## config.mk

```make
export PLATFORM = sky130hd
export DESIGN_NAME = pat_ram
export DESIGN_NICKNAME = d
export VERILOG_FILES = /design/src/sv/pat_ram.sv
export SDC_FILE = /design/constraint.sdc
export NUM_CORES = 1
export LEC_CHECK = 0
export BUFFER_PORTS_ARGS = -buffer_cell sky130_fd_sc_hd__buf_2
export CORE_UTILIZATION = 65
export DETAILED_ROUTE_END_ITERATION = 12
export GPL_ROUTABILITY_DRIVEN = 0
export GPL_TIMING_DRIVEN = 0
export HOLD_SLACK_MARGIN = 0.02
export PLACE_DENSITY = 0.94
export SLEW_MARGIN = 25
export SYNTH_ARGS = -nofsm -noshare
export SYNTH_HDL_FRONTEND = slang
export SYNTH_SLANG_ARGS = --single-unit
```

## constraint.sdc

```tcl
create_clock -name clk -period 4.5 [get_ports clk]
set_input_delay 0.9 -clock clk [delete_from_list [all_inputs] [get_ports clk]]
set_output_delay 0.9 -clock clk [all_outputs]
set_load 0.02 [all_outputs]
```

## src/sv/pat_ram.sv

```systemverilog
module pat_ram
    #(
        parameter int WIDTH = 8,
        parameter int DEPTH = 16
    )
    (
        input  logic                                  clk,
        input  logic                                  we,
        input  logic [(DEPTH > 1 ? $clog2(DEPTH) : 1)-1:0] waddr,
        input  logic [WIDTH-1:0]                      wdata,
        input  logic                                  re,
        input  logic [(DEPTH > 1 ? $clog2(DEPTH) : 1)-1:0] raddr,
        output logic [WIDTH-1:0]                      rdata
    );

    logic [WIDTH-1:0] mem [DEPTH];

    always_ff @(posedge clk)
    begin
        if (we)
        begin
            mem[waddr] <= wdata;
        end
        if (re)
        begin
            rdata <= mem[raddr];
        end
    end

endmodule
```

==> results.cfg, run 1 <==
[placement]
hpwl_mm = 6.305
pre_cts_ws_ns = 1.937
numPortBuffers = 25
place_inst = 356

[sta]
fin_tns_setup_ns = 0
maxSlewViolCount = 0
maxSlewHeadroom_pct = 43.23
min_period_over_period_pct = 46.57
final-setup-viol-count = 0
fmaxAchievable_mhz = 477.2
setup_ws_ns = 2.404
hold_slack_ns = 0.7364
rsz0062_at_grt = false
min_period_ns = 2.096
hold_violations = 0
skew_ns = 0.007878
worst_pin_slew_ns = 0.8485

[floorplanning]
fp.dieW_um = 91.68
die_area_mm2 = 0.008405
initial_core_util_pct = 67.30
core_region_area_mm2 = 0.007767
num_rows = 32
dieHeight_um = 91.68
ios = 27

[power_and_ir_drop]
p_int_mw = 2.385
clock_power_share_pct = 47.4
swShare_pct = 20.67
switchingPower_mw = 0.6213
combPwrFrac_pct = 4.8
leakagePower_nw = 2.051
powerDensity_mw_per_mm2 = 491.6
ir_drop_mv = 0.4203
seq_power_share_pct = 47.8

[global_routing]
antenna_found_initial = 0
track_usage_pct = 29.86
grt_pass1_wl_mm = 16.48
overflow = 0
grt_max_degree = 17
grt_pass1_vias = 2700

[status]
status = completed

[setup_path]
crit_required_ns = 4.65
rr_endpoint = rdata[3]$_DFFE_PP_
crit_path_start_kind = input port
rr_worst_depth = 3
r2r_start = mem[1][3]$_DFFE_PP_
arrival_ns = 2.24
cp_slowest_cell = nor2_1
cp_top_family = simple AND/OR/NAND/NOR gates
crit_cells = 3
crit_chain = buf_2 > or3b_2 > nor2_1
critPathMaxFanout = 8
cp.buffers_inverters = 1
critical_path_class = input port to flop
critPathMaxStageDelay_ns = 0.68
r2r_setup_slack_ns = 2.86
worstSetupEndpointType = flop

[clock_network]
ctsHoldBuffers = 0
root_buffer = clkbuf_8
postCtsSetupBuffers = 0
cts_buffers = 17
cts_tree = built
path_clk_slew_ns = 0.06
htreeDepth = 4
clk_latency_ns = 0.52
cts_max_path_buffers = 2
cts_sinks = 136
cts_resized = 0

[route]
wl_mm = 11.11
ant_nets = 0
via_per_inst = 6.822
drc = 0
firstDrtPassIters = 5
dr.first_iter.drc_count = 352
vias = 2647
wl_per_cell_um = 28.63

[logic_synthesis]
synth_top_family_by_area = multiplexers
synthXorXnorAreaFrac_pct = 0
synthSimpleGateAreaFrac_pct = 3.135
ys_types = 18
syn-cell-area_mm2 = 0.005228
synthCells = 229
yosys_warnings = 0
synthesis.nets = 248
synth_fa_ha_area_share_pct = 0
muxShareOfSynthArea_pct = 14.79
synth_compound_gate_area_share_pct = 2.298
avgSynthCellArea_um2 = 22.83
synth-seq-area-share_pct = 78.12
ys_ff_latch = 136

[final_layout]
layout-drive-gt1-share_pct = 31.12
final_common_cell = edfxtp_1
finish.utilization_pct = 78.72
n_antenna_cell = 0
layout_common_cells = edfxtp_1, buf_2, mux4_2
syn_to_final_growth_pct = 16.97
final_cells = 388
final_net_count = 292

[worst_hold_path]
hp-class = input port to flop
hold_depth = 1
min_to = rdata[2]$_DFFE_PP_
hp-start = re

[flow_run]
maxCapViolCount = 0
## synthesized netlist by cell type (all sizes together)
cell type | count | area (um^2)
nand2b | 2 | 12.51
clkdlybuf4s25 | 3 | 30.03
and2b | 1 | 7.510
nor2 | 13 | 48.80
edfxtp | 136 | 4084
nor2b | 1 | 6.260
and2 | 1 | 6.260
nand2 | 9 | 33.78
nand3b | 2 | 15.01
mux4 | 32 | 773.2
a22oi | 16 | 120.1
buf | 7 | 56.30
nand3 | 1 | 5.000
nor3 | 4 | 20.02
or3b | 1 | 8.760
## cells by family (layout without fill, tap and decap cells)
group	count (synthesis)	after routing
flip-flops	136	136
AND/OR/NAND/NOR	35	35
multiplexers	32	32
AO/OA/AOI/OAI	16	16
buffers and inverters	10	67
## how the worst max path moves through the flow
stage / start / endpoint / slack, ns
after global routing: waddr[2] / mem[1][4]$_DFFE_PP_ / 2.41
final: waddr[2] / mem[1][4]$_DFFE_PP_ / 2.40
after CTS: waddr[2] / mem[1][4]$_DFFE_PP_ / 2.43
after global placement: waddr[2] / mem[0][4]$_DFFE_PP_ / 1.62
after detailed placement: waddr[2] / mem[3][3]$_DFFE_PP_ / 1.94
after floorplan: waddr[2] / mem[0][0]$_DFFE_PP_ / 2.11
## worst register-to-register path: cells and delay by family, from the launching register on
kind / cells / cell delay, ns
flops: 1 / 0.43
compound gates: 1 / 0.30
mux: 1 / 0.57
simple gates: 1 / 0.10
## power groups by stage
| stage | Combinational [mW] | Sequential (mW) | Clock (mW) |
|---|---|---|---|
| 3_3_place_gp | 0.131 | 1.46 | 0 |
| 2_1_floorplan | 0.0720 | 1.47 | 0 |
| 6_report | 0.146 | 1.44 | 1.42 |
| 3_5_place_dp | 0.140 | 1.46 | 0 |
| 4_1_cts | 0.144 | 1.44 | 1.43 |
| 5_1_grt | 0.153 | 1.44 | 1.49 |
## final cells by class
class / instances / area, um^2
Sequential cell: 136 / 4084
Clock buffer: 17 / 414.1
Fill cell: 383 / 1653
Multi-Input combinational cell: 83 / 1077
Tap cell: 102 / 127.6
Buffer: 10 / 86.33
Clock inverter: 15 / 200.2
Timing Repair Buffer: 25 / 125.1
## stage by stage
step | power [mW] | area, um^2
after floorplan | 1.539 | 5228
after global placement | 1.589 | 5480
after detailed placement | 1.601 | 5500
after CTS | 3.012 | 6115
after global routing | 3.077 | 6115
final | 3.006 | 6115
## registers in the layout, summed over array words and instances, names as in the netlist
name,flops
rdata,8
mem,128
## routing by layer
| layer | up-vias | GRT usage [%] | wire length [um] |
|---|---|---|---|
| met5 | - | 0 | 0 |
| met3 | 18 | 8.955 | 937 |
| met2 | 193 | 46.68 | 5657 |
| li1 | 1074 | - | - |
| met4 | 0 | 12.70 | 239 |
| met1 | 1362 | 39.89 | 4276 |
Note: power is estimated with default switching activity, not from simulation.
==> inputs of run 2 (changes only) <==
--- a/config.mk
+++ b/config.mk
@@ -6,12 +6,12 @@
 export NUM_CORES = 1
 export LEC_CHECK = 0
 export BUFFER_PORTS_ARGS = -buffer_cell sky130_fd_sc_hd__buf_2
-export CORE_UTILIZATION = 65
+export CORE_UTILIZATION = 54
 export DETAILED_ROUTE_END_ITERATION = 12
 export GPL_ROUTABILITY_DRIVEN = 0
 export GPL_TIMING_DRIVEN = 0
 export HOLD_SLACK_MARGIN = 0.02
-export PLACE_DENSITY = 0.94
+export PLACE_DENSITY = 0.84
 export SLEW_MARGIN = 25
 export SYNTH_ARGS = -nofsm -noshare
 export SYNTH_HDL_FRONTEND = slang
==> constraint.sdc (replaced) <==
create_clock -name clk -period 1.83 [get_ports clk]
set_input_delay 0.366 -clock clk [delete_from_list [all_inputs] [get_ports clk]]
set_output_delay 0.366 -clock clk [all_outputs]
set_load 0.02 [all_outputs]
==> run 2 against run 1 <==
- power increased by 130%
- clock power increased by 120%
- count of clock-buffer cells in the layout increased by 1
- die area increased by 20%
- hold slack got worse by 0.55 ns
- via count decreased by 4.8%
- utilization decreased by 13 points
- combinational power increased by 140%
- sequential power increased by 150%
- critical path depth unchanged
- routed wire length decreased by 10%
==> results.cfg, run 2 (synthesis gave the netlist of run 1 again) <==
[status]
status = completed

[sta]
worst_pin_slew_ns = 0.8237
rsz0062_at_grt = false
fin_tns_setup_ns = 0
fmaxAchievable_mhz = 633.5
maxSlewHeadroom_pct = 44.88
skew_ns = 0.005758
min_period_over_period_pct = 86.26
maxSlewViolCount = 0
final-setup-viol-count = 0
hold_violations = 0
hold_slack_ns = 0.1867
min_period_ns = 1.579

[final_layout]
largest_reg_flops = 128
n_antenna_cell = 0
final_cells = 415
final_common_cell = edfxtp_1
fillers = 599
multi_input_comb_area_mm2 = 0.001077
final_net_count = 292
layout-drive-gt1-share_pct = 30.07
largestRegisters = mem (128), rdata (8)
regArea_mm2 = 0.004084
max_flop_register = mem
layout_common_cells = edfxtp_1, buf_2, mux4_2
syn_to_final_growth_pct = 16.42

[power_and_ir_drop]
leakagePower_nw = 2.018
switchingPower_mw = 1.454
powerDensity_mw_per_mm2 = 1153
p_int_mw = 5.562
p_total_mw = 7.015
combPwrFrac_pct = 4.9
swShare_pct = 20.72
seq_power_share_pct = 50.3
ir_drop_mv = 0.7917
clock_power_share_pct = 44.8

[route]
dr.first_iter.drc_count = 374
firstDrtPassIters = 5
wl_per_cell_um = 23.97
via_per_inst = 6.075
wl_mm = 9.949
drc = 0
vias = 2521
ant_nets = 0

[global_routing]
overflow = 0
grt_max_degree = 17
track_usage_pct = 21.96
grt_pass1_vias = 2517
grt_pass1_wl_mm = 14.86
antenna_found_initial = 0

[setup_path]
crit_cells = 3
cp_slowest_cell = mux4_1
critPathMaxFanout = 1
cp_top_family = multiplexers
cp.buffers_inverters = 0
critical_path_class = flop to flop
crit_path_start_kind = flop
arrival_ns = 1.84
critPathMaxStageDelay_ns = 0.62
worstSetupEndpointType = flop
crit_chain = mux4_1 > a22oi_1 > nand2_1
crit_required_ns = 2.09
rr_worst_depth = 3

[floorplanning]
ios = 27
num_rows = 35
fp.dieW_um = 100.4
core_region_area_mm2 = 0.009328
dieHeight_um = 100.4
die_area_mm2 = 0.01008
initial_core_util_pct = 56.04

[clock_network]
path_clk_slew_ns = 0.06
cts_buffers = 17
cts_max_path_buffers = 2
ctsHoldBuffers = 0
postCtsSetupBuffers = 0
cts_tree = built
cts_resized = 0
htreeDepth = 4
cts_sinks = 136
clk_latency_ns = 0.51
root_buffer = clkbuf_8

[flow_run]
maxCapViolCount = 0

[placement]
numPortBuffers = 25
hpwl_mm = 5.966
place_inst = 383

[worst_hold_path]
hp-class = input port to flop
hold_depth = 1
[run 2: cell type report]
cell class	count	share of cell area (%)
plain buffers	10	1.419
clock buffers	18	6.867
clock inverters	14	2.200
multi-input cells	83	17.70
flip-flops and latches	136	67.11
well taps	129	2.652
repair buffers	25	2.056
[run 2: path summary, 6_finish.rpt]
path                                      startpoint                  to  slack, ns
worst max-delay path             mem[5][1]$_DFFE_PP_  rdata[1]$_DFFE_PP_       0.25
worst min-delay path                              re  rdata[2]$_DFFE_PP_       0.19
worst max register to register   mem[5][1]$_DFFE_PP_  rdata[1]$_DFFE_PP_       0.25
worst min register to register  mem[11][3]$_DFFE_PP_  rdata[3]$_DFFE_PP_       0.76
[run 2: power groups by stage]
stage / logic, mW / clock network (mW) / registers [mW]
final: 0.346 / 3.14 / 3.53
after global routing: 0.369 / 3.28 / 3.53
after CTS: 0.348 / 3.16 / 3.53
after detailed placement: 0.344 / 0 / 3.59
after global placement: 0.329 / 0 / 3.58
after floorplan: 0.177 / 0 / 3.61
[run 2: layer usage]
layer  routed length, um  part of all wire, %  vias up  track usage, %
met3                 861                  8.7       22           5.362
met2                4732                   48      146           32.77
met1                4054                   41     1284           30.85
met4                 300                  3.0        0           10.81
met5                   0                    0        -               0
li1                    -                    -     1069               -
[run 2: metrics by stage]
step | worst slack (ns) | instance area, um^2 | util, %
CTS | 0.2262 | 6086 | 65.24
finish | 0.2514 | 6086 | 65.24
detailed placement | -0.2313 | 5534 | 59.33
floorplan | 0.1816 | 5233 | -
global placement | -0.2782 | 5519 | 59.17
global route | 0.2361 | 6086 | 65.24
==> inputs of run 3 (changes only) <==
--- a/config.mk
+++ b/config.mk
@@ -5,13 +5,15 @@
 export SDC_FILE = /design/constraint.sdc
 export NUM_CORES = 1
 export LEC_CHECK = 0
-export BUFFER_PORTS_ARGS = -buffer_cell sky130_fd_sc_hd__buf_2
+export BUFFER_PORTS_ARGS = -buffer_cell sky130_fd_sc_hd__buf_4
 export CORE_UTILIZATION = 54
 export DETAILED_ROUTE_END_ITERATION = 12
 export GPL_ROUTABILITY_DRIVEN = 0
 export GPL_TIMING_DRIVEN = 0
 export HOLD_SLACK_MARGIN = 0.02
+export MAX_ROUTING_LAYER = met4
 export PLACE_DENSITY = 0.84
+export SETUP_SLACK_MARGIN = 0.1
 export SLEW_MARGIN = 25
 export SYNTH_ARGS = -nofsm -noshare
 export SYNTH_HDL_FRONTEND = slang
==> run 3 against run 2 <==
- count of clock-buffer cells in the layout unchanged
- first-iteration DRC count is 32% lower
- clock skew is 0.0039 ns higher
- cell count unchanged
- utilization increased by 1.4 points
==> results.cfg, run 3 (synthesis gave the netlist of run 1 again) <==
[power_and_ir_drop]
leakagePower_nw = 2.076
p_total_mw = 7.402
powerDensity_mw_per_mm2 = 1191
ir_drop_mv = 0.6269

[final_layout]
largestRegisters = mem (128), rdata (8)
syn_to_final_growth_pct = 18.84
final_net_count = 292
layout-drive-gt1-share_pct = 31.12
stdcell_area_mm2 = 0.006212
max_flop_register = mem
n_antenna_cell = 0
largest_reg_flops = 128
final_common_cell = edfxtp_1
layout_common_cells = edfxtp_1, buf_4, mux4_2

[route]
ant_nets = 0
wl_mm = 10.18
firstDrtPassIters = 5
via_per_inst = 6.096
dr.first_iter.drc_count = 253
drc = 0
vias = 2530
wl_per_cell_um = 24.52

[clock_network]
ctsHoldBuffers = 0
cts_buffers = 17
cts_tree = built
cts_sinks = 136
clk_latency_ns = 0.52
htreeDepth = 4
root_buffer = clkbuf_8
postCtsSetupBuffers = 0
cts_resized = 0
cts_max_path_buffers = 2
path_clk_slew_ns = 0.06

[sta]
maxSlewHeadroom_pct = 43.06
rsz0062_at_grt = false
skew_ns = 0.009697
min_period_over_period_pct = 85.66
final-setup-viol-count = 0
fmaxAchievable_mhz = 637.9
setup_ws_ns = 0.2624
worst_pin_slew_ns = 0.8509
fin_tns_setup_ns = 0
maxSlewViolCount = 0
min_period_ns = 1.568
hold_violations = 0
hold_slack_ns = 0.1161

[worst_hold_path]
hp-start = re
hold_depth = 1
hp-class = input port to flop
min_to = rdata[4]$_DFFE_PP_

[global_routing]
overflow = 0
grt_pass1_vias = 2589
antenna_found_initial = 0
grt_pass1_wl_mm = 15.39
grt_max_degree = 17
track_usage_pct = 23.39

[status]
status = completed

[flow_run]
maxCapViolCount = 0

[setup_path]
r2r_setup_slack_ns = 0.33
rr_worst_depth = 3
critical_path_class = input port to flop
critPathMaxFanout = 8
r2r_start = mem[5][1]$_DFFE_PP_
worstSetupEndpointType = flop
rr_endpoint = rdata[1]$_DFFE_PP_
crit_path_start_kind = input port
crit_required_ns = 1.98
arrival_ns = 1.71

[placement]
numPortBuffers = 25
hpwl_mm = 6.129
pre_cts_ws_ns = -0.2219
postPlaceCellArea_mm2 = 0.005597

[floorplanning]
fp.dieW_um = 100.4
ios = 27
num_rows = 35
dieHeight_um = 100.4
die_area_mm2 = 0.01008
core_region_area_mm2 = 0.009328
initial_core_util_pct = 56.04
## run 3: cell type report
type,count,area (um^2)
Sequential cell,136,4084
Tap cell,129,161.4
Buffer,10,86.33
Timing Repair Buffer,25,187.7
Clock inverter,14,197.7
Clock buffer,18,417.9
Multi-Input combinational cell,83,1077
Fill cell,563,3115
## run 3: worst max path at each step
| stage | start | endpoint | slack (ns) | cells after the start |
|---|---|---|---|---|
| 2_1_floorplan | raddr[0] | rdata[1]$_DFFE_PP_ | 0.18 | 5 |
| 3_3_place_gp | waddr[2] | mem[8][2]$_DFFE_PP_ | -0.31 | 3 |
| 3_5_place_dp | waddr[2] | mem[3][3]$_DFFE_PP_ | -0.22 | 3 |
| 4_1_cts | waddr[2] | mem[3][6]$_DFFE_PP_ | 0.28 | 3 |
| 5_1_grt | waddr[2] | mem[3][5]$_DFFE_PP_ | 0.25 | 3 |
| 6_report | waddr[2] | mem[3][6]$_DFFE_PP_ | 0.26 | 3 |
## run 3: stage by stage
step | instances | util, %
global placement | 383 | 59.84
CTS | 415 | 66.60
detailed placement | 383 | 60.00
finish | 415 | 66.60
global route | 415 | 66.60
floorplan | 229 | -
## run 3: per-layer routing
| metal | track usage [%] | vias up | share of wire, % |
|---|---|---|---|
| li1 | - | 1071 | - |
| met1 | 30.81 | 1308 | 40 |
| met2 | 36.04 | 134 | 52 |
| met3 | 5.153 | 17 | 7.0 |
| met4 | 9.476 | 0 | 1.5 |
| met5 | - | - | 0 |
## run 3: report_power, final
group          total, mW  switching (mW)  leakage, nW  internal [mW]
Sequential          3.53          0.0186         1.24           3.51
Clock               3.51            1.28        0.296           2.23
Combinational      0.364           0.209        0.544          0.155
## run 3: worst max-delay path, cell delays in order
cell	delay [ns]
buf_4	0.12
or3b_2	0.55
nor2_1	0.68
